**src/hw/rtl/dbscan_pkg.sv**
```systemverilog
// Package for the DBSCAN point clustering block.
// Shared constants, register indexes and controller/datapath command types.
// No dependencies.
package dbscan_pkg;

	localparam int MAX_POINTS_DEF = 64;
	localparam int MAX_DIMS_DEF   = 8;

	// field widths fixed by the interface
	localparam int COORD_W = 16;
	localparam int DIMS_W  = 4;
	localparam int EPS_W   = 16;
	localparam int MINP_W  = 7;
	localparam int IDX_W   = 6;
	localparam int CID_W   = 6;
	localparam int CLUS_W  = 7;
	localparam int SQ_W    = 2 * EPS_W;

	// config register map (word index)
	localparam logic [1:0] REG_DIMS    = 2'd0;
	localparam logic [1:0] REG_EPS     = 2'd1;
	localparam logic [1:0] REG_MIN_PTS = 2'd2;

	localparam logic [DIMS_W-1:0] DIMS_RST    = 4'd2;
	localparam logic [EPS_W-1:0]  EPS_RST     = 16'd256;
	localparam logic [MINP_W-1:0] MIN_PTS_RST = 7'd4;

	typedef struct packed {
		logic load;
		logic n_clr;
		logic n_inc;
		logic i_clr;
		logic i_inc;
		logic j_clr;
		logic j_inc;
		logic d_clr;
		logic d_inc;
		logic sq;
		logic acc;
		logic row_clr;
		logic row_bit;
		logic row_wr;
		logic seed;
		logic pop;
		logic scan;
		logic clus_inc;
		logic emit;
		logic clr_set;
	} dbscan_cmd_t;

	typedef struct packed {
		logic n_more;
		logic n_zero;
		logic self;
		logic d_last;
		logic j_last;
		logic i_last;
		logic seed_ok;
		logic sp_zero;
	} dbscan_sts_t;

endpackage

```
**src/hw/rtl/dbscan_ctrl.sv**
```systemverilog
// Controller FSM for DBSCAN clustering: load, count, neighbor build,
// expansion and label output phases. Depends on dbscan_pkg.
module dbscan_ctrl (
	input  logic                 clk,
	input  logic                 arst_n,
	input  logic                 start,
	input  logic                 last_of_set,
	input  dbscan_pkg::dbscan_sts_t sts,
	output dbscan_pkg::dbscan_cmd_t cmd,
	output logic                 busy
);

	localparam logic [4:0] ST_IDLE      = 5'd0;
	localparam logic [4:0] ST_NCNT      = 5'd1;
	localparam logic [4:0] ST_NB_INIT   = 5'd2;
	localparam logic [4:0] ST_ROW_INIT  = 5'd3;
	localparam logic [4:0] ST_PAIR_INIT = 5'd4;
	localparam logic [4:0] ST_RD        = 5'd5;
	localparam logic [4:0] ST_SQ        = 5'd6;
	localparam logic [4:0] ST_ACC       = 5'd7;
	localparam logic [4:0] ST_PAIR_NEXT = 5'd8;
	localparam logic [4:0] ST_ROW_END   = 5'd9;
	localparam logic [4:0] ST_EXP_I     = 5'd10;
	localparam logic [4:0] ST_POP_RD    = 5'd11;
	localparam logic [4:0] ST_POP_WT    = 5'd12;
	localparam logic [4:0] ST_SCAN      = 5'd13;
	localparam logic [4:0] ST_OUT_RD    = 5'd14;
	localparam logic [4:0] ST_OUT_EM    = 5'd15;
	localparam logic [4:0] ST_FIN       = 5'd16;

	logic [4:0] state_q, state_d;

	always_ff @(posedge clk or negedge arst_n) begin
		if (!arst_n) begin
			state_q <= ST_IDLE;
		end else begin
			state_q <= state_d;
		end
	end

	assign busy = (state_q != ST_IDLE);

	always_comb begin
		state_d = state_q;
		cmd     = '0;
		case (state_q)
			ST_IDLE: begin
				if (start) begin
					cmd.load = 1'b1;
					if (last_of_set) begin
						cmd.n_clr = 1'b1;
						state_d   = ST_NCNT;
					end
				end
			end
			ST_NCNT: begin
				if (sts.n_more) begin
					cmd.n_inc = 1'b1;
				end else begin
					state_d = ST_NB_INIT;
				end
			end
			ST_NB_INIT: begin
				cmd.i_clr = 1'b1;
				state_d   = sts.n_zero ? ST_FIN : ST_ROW_INIT;
			end
			ST_ROW_INIT: begin
				cmd.j_clr   = 1'b1;
				cmd.row_clr = 1'b1;
				state_d     = ST_PAIR_INIT;
			end
			ST_PAIR_INIT: begin
				cmd.d_clr = 1'b1;
				state_d   = sts.self ? ST_PAIR_NEXT : ST_RD;
			end
			ST_RD: begin
				state_d = ST_SQ;
			end
			ST_SQ: begin
				cmd.sq  = 1'b1;
				state_d = ST_ACC;
			end
			ST_ACC: begin
				cmd.acc   = 1'b1;
				cmd.d_inc = 1'b1;
				state_d   = sts.d_last ? ST_PAIR_NEXT : ST_RD;
			end
			ST_PAIR_NEXT: begin
				cmd.row_bit = 1'b1;
				cmd.j_inc   = 1'b1;
				state_d     = sts.j_last ? ST_ROW_END : ST_PAIR_INIT;
			end
			ST_ROW_END: begin
				cmd.row_wr = 1'b1;
				if (sts.i_last) begin
					cmd.i_clr = 1'b1;
					state_d   = ST_EXP_I;
				end else begin
					cmd.i_inc = 1'b1;
					state_d   = ST_ROW_INIT;
				end
			end
			ST_EXP_I: begin
				if (sts.seed_ok) begin
					cmd.seed = 1'b1;
					state_d  = ST_POP_RD;
				end else if (sts.i_last) begin
					cmd.i_clr = 1'b1;
					state_d   = ST_OUT_RD;
				end else begin
					cmd.i_inc = 1'b1;
				end
			end
			ST_POP_RD: begin
				if (sts.sp_zero) begin
					cmd.clus_inc = 1'b1;
					if (sts.i_last) begin
						cmd.i_clr = 1'b1;
						state_d   = ST_OUT_RD;
					end else begin
						cmd.i_inc = 1'b1;
						state_d   = ST_EXP_I;
					end
				end else begin
					cmd.pop   = 1'b1;
					cmd.j_clr = 1'b1;
					state_d   = ST_POP_WT;
				end
			end
			ST_POP_WT: begin
				state_d = ST_SCAN;
			end
			ST_SCAN: begin
				cmd.scan  = 1'b1;
				cmd.j_inc = 1'b1;
				if (sts.j_last) begin
					state_d = ST_POP_RD;
				end
			end
			ST_OUT_RD: begin
				state_d = ST_OUT_EM;
			end
			ST_OUT_EM: begin
				cmd.emit = 1'b1;
				if (sts.i_last) begin
					state_d = ST_FIN;
				end else begin
					cmd.i_inc = 1'b1;
					state_d   = ST_OUT_RD;
				end
			end
			ST_FIN: begin
				cmd.clr_set = 1'b1;
				state_d     = ST_IDLE;
			end
			default: begin
				state_d = ST_IDLE;
			end
		endcase
	end

endmodule

```
**config.mk**
```make
export PLATFORM = sky130hd
export DESIGN_NAME = dbscan_ctrl
export DESIGN_NICKNAME = d
export VERILOG_FILES = /design/src/hw/rtl/dbscan_pkg.sv /design/src/hw/rtl/dbscan_ctrl.sv
export SDC_FILE = /design/constraint.sdc
export NUM_CORES = 1
export LEC_CHECK = 0
export BUFFER_PORTS_ARGS = -buffer_cell sky130_fd_sc_hd__buf_4
export CAP_MARGIN = 30
export CELL_PAD_IN_SITES_DETAIL_PLACEMENT = 0
export CELL_PAD_IN_SITES_GLOBAL_PLACEMENT = 2
export CORE_MARGIN = 4
export CORE_UTILIZATION = 22
export DETAILED_ROUTE_END_ITERATION = 7
export PLACE_DENSITY = 0.78
export SYNTH_ARGS = -nofsm -noshare
export SYNTH_HDL_FRONTEND = slang
export SYNTH_SLANG_ARGS = --single-unit
```
**constraint.sdc**
```tcl
create_clock -name clk -period 1.6 [get_ports clk]
set_input_delay 0.32 -clock clk [delete_from_list [all_inputs] [get_ports clk]]
set_output_delay 0.32 -clock clk [all_outputs]
set_load 0.02 [all_outputs]
```
# After elaboration in Yosys (flattened, before gate mapping)
# Index checks and enable logic that the tools add are counted.
[totals] regBits=5 elab_cells=70
[op_classes] n_eq_ne=21 muxes=43 reduce_logical=5
[op_table] cell="5-bit case mux with 16 select lines" n=1
[op_table] cell="5-bit by 4-bit equality test with 1-bit output, second input constant" n=8
[op_table] cell="5-bit 2-to-1 mux" n=8
[op_table] cell="1-bit 2-to-1 mux" n=21
[op_table] cell="5-bit by 3-bit equality test with 1-bit output, second input constant" n=4
[op_table] cell="4-bit 2-to-1 mux" n=4
[op_table] cell="5-bit by 2-bit equality test with 1-bit output, second input constant" n=2
[op_table] cell="2-bit 2-to-1 mux" n=4
[op_table] cell="2-bit != test, second input constant" n=4
[op_table] cell="3-bit 2-to-1 mux" n=2
[op_table] cell="5-bit by 1-bit equality test with 1-bit output, second input constant" n=1
[op_table] cell="5-bit equality test, second input constant" n=1
[op_table] cell="5-bit zero test" n=1
[op_table] cell="5-bit AND reduction" n=1
[op_table] cell="5-bit nonzero test" n=1
[op_table] cell="1-bit case mux with 4 select lines" n=1
[op_table] cell="2-bit OR reduction" n=2
[op_table] cell="3-bit != test, second input constant" n=1
[op_table] cell="1-bit case mux with 3 select lines" n=1
[op_table] cell="1-bit case mux with 2 select lines" n=1

# Logic depth before layout (Yosys ltp)
[logic_depth] ltp_word=3 depth_mapped=6 ltp_nobuf=5

# Least setup slack after synthesis
# OpenSTA, ideal clock, no wires.
[synth_timing] kind="reg-to-output" from="reg state_q[4]" to="out cmd[14] (netlist name)" arrival_ns=1.616 t_required_ns=1.280 slack_ns=-0.336 path_stages_with_launch=5 n_path_buf=0 path_cell_list="dfrtp_1 -> and2b_1 -> nand2_1 -> nor3_1 -> or2_1"
[synth_rtl] item="from (decl)" line_no="dbscan_ctrl.sv:31" source="logic [4:0] state_q, state_d;"
[synth_rtl] item="from (signal assigned)" line_no="dbscan_ctrl.sv:37" source="state_q <= state_d;"
[synth_rtl] item="to (decl)" line_no="dbscan_ctrl.sv:9" source="output dbscan_pkg::dbscan_cmd_t cmd,"

==> run_results.csv <==
group,metric,value,unit
drt,dr.first_iter.drc_count,35,
drt,routed_wl,2544,um
sta,whs,0.3126,ns
logic_synthesis,avgSynthCellArea,7.132,sq um
cts,clk_latency,0.25,ns
cts,cts.sinks,5,
cts,cts_tree,"built",
logic_synthesis,syn_inst,90,
pwr,pwr-share-seq,12.6,%
drt,dr.pass1.iters,4,
sta,setup-tns-final,-2.616,ns
cts,cts_buffers,3,
setup_path,crit_path_max_fanout,5,
die,ios,33,
finish,layout-drive-gt1-share,63.01,%
sta,rsz0062_at_grt,"yes",
setup_path,regToRegEndpoint,"state_q[2]",
setup_path,cp-end-kind,"output pin",
sta,fin_crit_sh,113.5,%
drt,ant_nets,0,
setup_path,path_class,"flip-flop to output pin",
hold_path,hold_end,"state_q[2]",
die,core_region_area,2781,sq um
setup_path,r2r_cells,7,
die,dieWidth,62.02,um
setup_path,crit_arrival,1.50,ns
hold_path,hold_path.class,"input pin to flip-flop",
pwr,power_frac_comb,79.9,%
cts,clk_path_buf_depth,2,
die,num_rows,19,
die,start_util,23.08,%
pwr,p_clk_share,7.4,%
sta,slew_viol_final,0,
pwr,p_leak,0.5838,nW
cts,htree_levels,1,
cts,root_buffer,"clkbuf_4",
status,status,"finished with violations",
sta,worst_slack,-0.2166,ns
setup_path,startpoint_type,"flip-flop",
grt,antenna_found_initial,0,
grt,gr-total-overflow,0,
die,chipHeight,62.02,um
die,die_area,3846,sq um
setup_path,rr_startpoint,"state_q[1]",
logic_synthesis,syn_area,641.9,sq um
logic_synthesis,ys_types,35,
drt,avgViaCountPerCell,5.045,
cts,clkTransAtPathRegs,0.05,ns
sta,fin_crit,1.817,ns
finish,fin_nets,159,
place,globalplace.congestion,0.8334,
finish,reg.largest.list,"state_q: 5 flops",
sta,final-hold-violation-count,0,
finish,area_growth_syn_to_layout,93.76,%
grt,grt_max_degree,10,
place,io_buffers,32,
pwr,intPower,0.001027,W
setup_path,setup.reg_to_reg.worst_slack,0.08,ns
finish,diodes,0,
pwr,switchingPower,0.0009871,W
hold_path,hold_path_startpoint,"sts[3]",
pwr,total_power,0.002014,W
status,violations,"setup timing",
finish,utilization,44.71,%
sta,clock_skew,0.004940,ns
drt,vias,893,
logic_synthesis,yosysWarningCount,0,
sta,slew_headroom,76.86,%
setup_path,cp.required,1.28,ns
sta,tightest_slew,0.3455,ns
sta,setup_violations,20,
logic_synthesis,synth_nets,102,
sta,fmax,550.5,MHz
pwr,ir_drop,1030,uV
job,drv_cap,0,
logic_synthesis,yosysSeqAreaShare,19.49,%
finish,largest_register,"state_q",
finish,largest_register_ffs,5,
drt,wire_per_inst,14.37,um
grt,grt_pass1_vias,915,
logic_synthesis,ys_seq_elements,5,
pwr,switching_share,49.01,%
pwr,powerDensity,1619,nW/um^2
grt,grt_use_total,13.72,%
grt,grt_pass1_wl,3939,um
drt,drc,0,
hold_path,hold_depth,2,
place,dpl.hpwl,1946,um
[placed cells by master (no fill, tap or decap), drive strengths merged]
cell type	Yosys	routed
buf	4	56
a31oi	3	3
or2	2	2
or3	1	1
o22ai	1	1
and3	4	4
dfrtp	5	5
nor4b	1	1
inv	7	7
clkbuf	1	3
xor2	1	1
a21oi	6	6
clkinv	0	1
o21a	1	1
dlygate4sd3	0	1
o31a	1	1
nand3	4	4
nand2b	1	1
o21ai	6	6
nor3b	1	1
o221ai	2	2
nor3	7	7
a221oi	1	1
a22oi	1	1
and2b	1	1
o211ai	3	3
nor2b	5	5
o21bai	1	1
nand2	10	10
o311ai	1	1
o21ba	1	1
nor2	7	7
[layer usage]
metal  global-route usage [%]  part of all wire [%]  wire (um)
met5                        0                     0          0
met4                    8.182                   3.1         78
met3                    1.033                   5.9        150
met2                    22.78                    46       1177
met1                    17.20                    45       1138
[how the worst max path moves through the flow]
stage	from	to
2_1_floorplan	state_q[4]	cmd[14]
4_1_cts	state_q[4]	cmd[15]
6_report	state_q[4]	cmd[10]
3_5_place_dp	state_q[4]	cmd[14]
5_1_grt	state_q[4]	cmd[10]
3_3_place_gp	state_q[4]	cmd[14]
[synth_stat cells]
cell	instances	area, sq um
a21oi_1	6	30.03
a221oi_2	1	15.01
a22oi_1	1	7.510
a31oi_1	3	18.77
and2b_1	1	7.510
and3_1	4	25.02
buf_2	2	10.01
buf_4	2	15.01
clkbuf_1	1	3.750
dfrtp_1	5	125.1
inv_1	5	18.77
inv_2	2	7.510
nand2_1	10	37.54
nand2b_1	1	6.260
nand3_1	4	20.02
nor2_1	7	26.28
nor2b_1	5	31.28
nor3_1	6	30.03
nor3_2	1	10.01
nor3b_2	1	12.51
nor4b_1	1	8.760
o211ai_1	3	22.52
o21a_1	1	7.510
o21ai_0	3	15.01
o21ai_1	3	15.01
o21ba_4	1	16.27
o21bai_1	1	7.510
o221ai_1	2	17.52
o22ai_1	1	6.260
o311ai_4	1	26.28
o31a_1	1	8.760
or2_1	1	6.260
or2_2	1	6.260
or3_4	1	11.26
xor2_1	1	8.760
[worst max-delay path: stages, from the launching register on]
cell	delay (ns)
dfrtp_2	0.43
buf_4	0.15
or3_4	0.38
nor3_2	0.12
buf_4	0.16
[per-stage QoR]
| step | area [sq um] | setup WS (ns) | instances |
|---|---|---|---|
| 2_1_floorplan | 669.4 | -0.1381 | 90 |
| 6_report | 1244 | -0.2166 | 177 |
| 5_1_grt | 1244 | -0.2676 | 177 |
| 4_1_cts | 1204 | -0.2007 | 176 |
| 3_5_place_dp | 1025 | -0.04084 | 162 |
| 3_3_place_gp | 1025 | -0.03264 | 162 |
[area by class of cell]
cell class / count / area (sq um)
well taps: 31 / 38.79
repair buffers: 57 / 445.4
multi-input cells: 73 / 575.6
inverters: 7 / 26.28
clock inverters: 1 / 5.005
flip-flops and latches: 5 / 130.1
fillers: 294 / 1538
clock buffers: 3 / 22.52
[cells by family after synthesis]
kind of cell	synth area share, %
and+or+nand+nor	37.24
AOI/OAI and AO/OA	33.34
buffers and inverters	8.577
DFF	19.49
xor gates and xnor gates	1.365
[power by group through the flow]
stage | Sequential (W) | Clock [W] | Combinational (W)
5_1_grt | 0.000265 | 0.000160 | 0.00173
2_1_floorplan | 0.000224 | 0 | 0.000845
4_1_cts | 0.000248 | 0.000152 | 0.00155
3_3_place_gp | 0.000245 | 0 | 0.00136
6_report | 0.000254 | 0.000150 | 0.00161
3_5_place_dp | 0.000247 | 0 | 0.00136
[what timing repair did]
| item | 4_1_cts | 5_1_grt |
|---|---|---|
| setup buffers | 9 | 1 |
| pin swaps | 6 | 0 |
| hold buffers | 1 | 0 |
| resized for setup | 24 | 6 |
| endpoints found under the hold margin | 5 | 0 |
| endpoints found under the setup margin | 21 | 23 |
(Power assumes the default switching activity.)
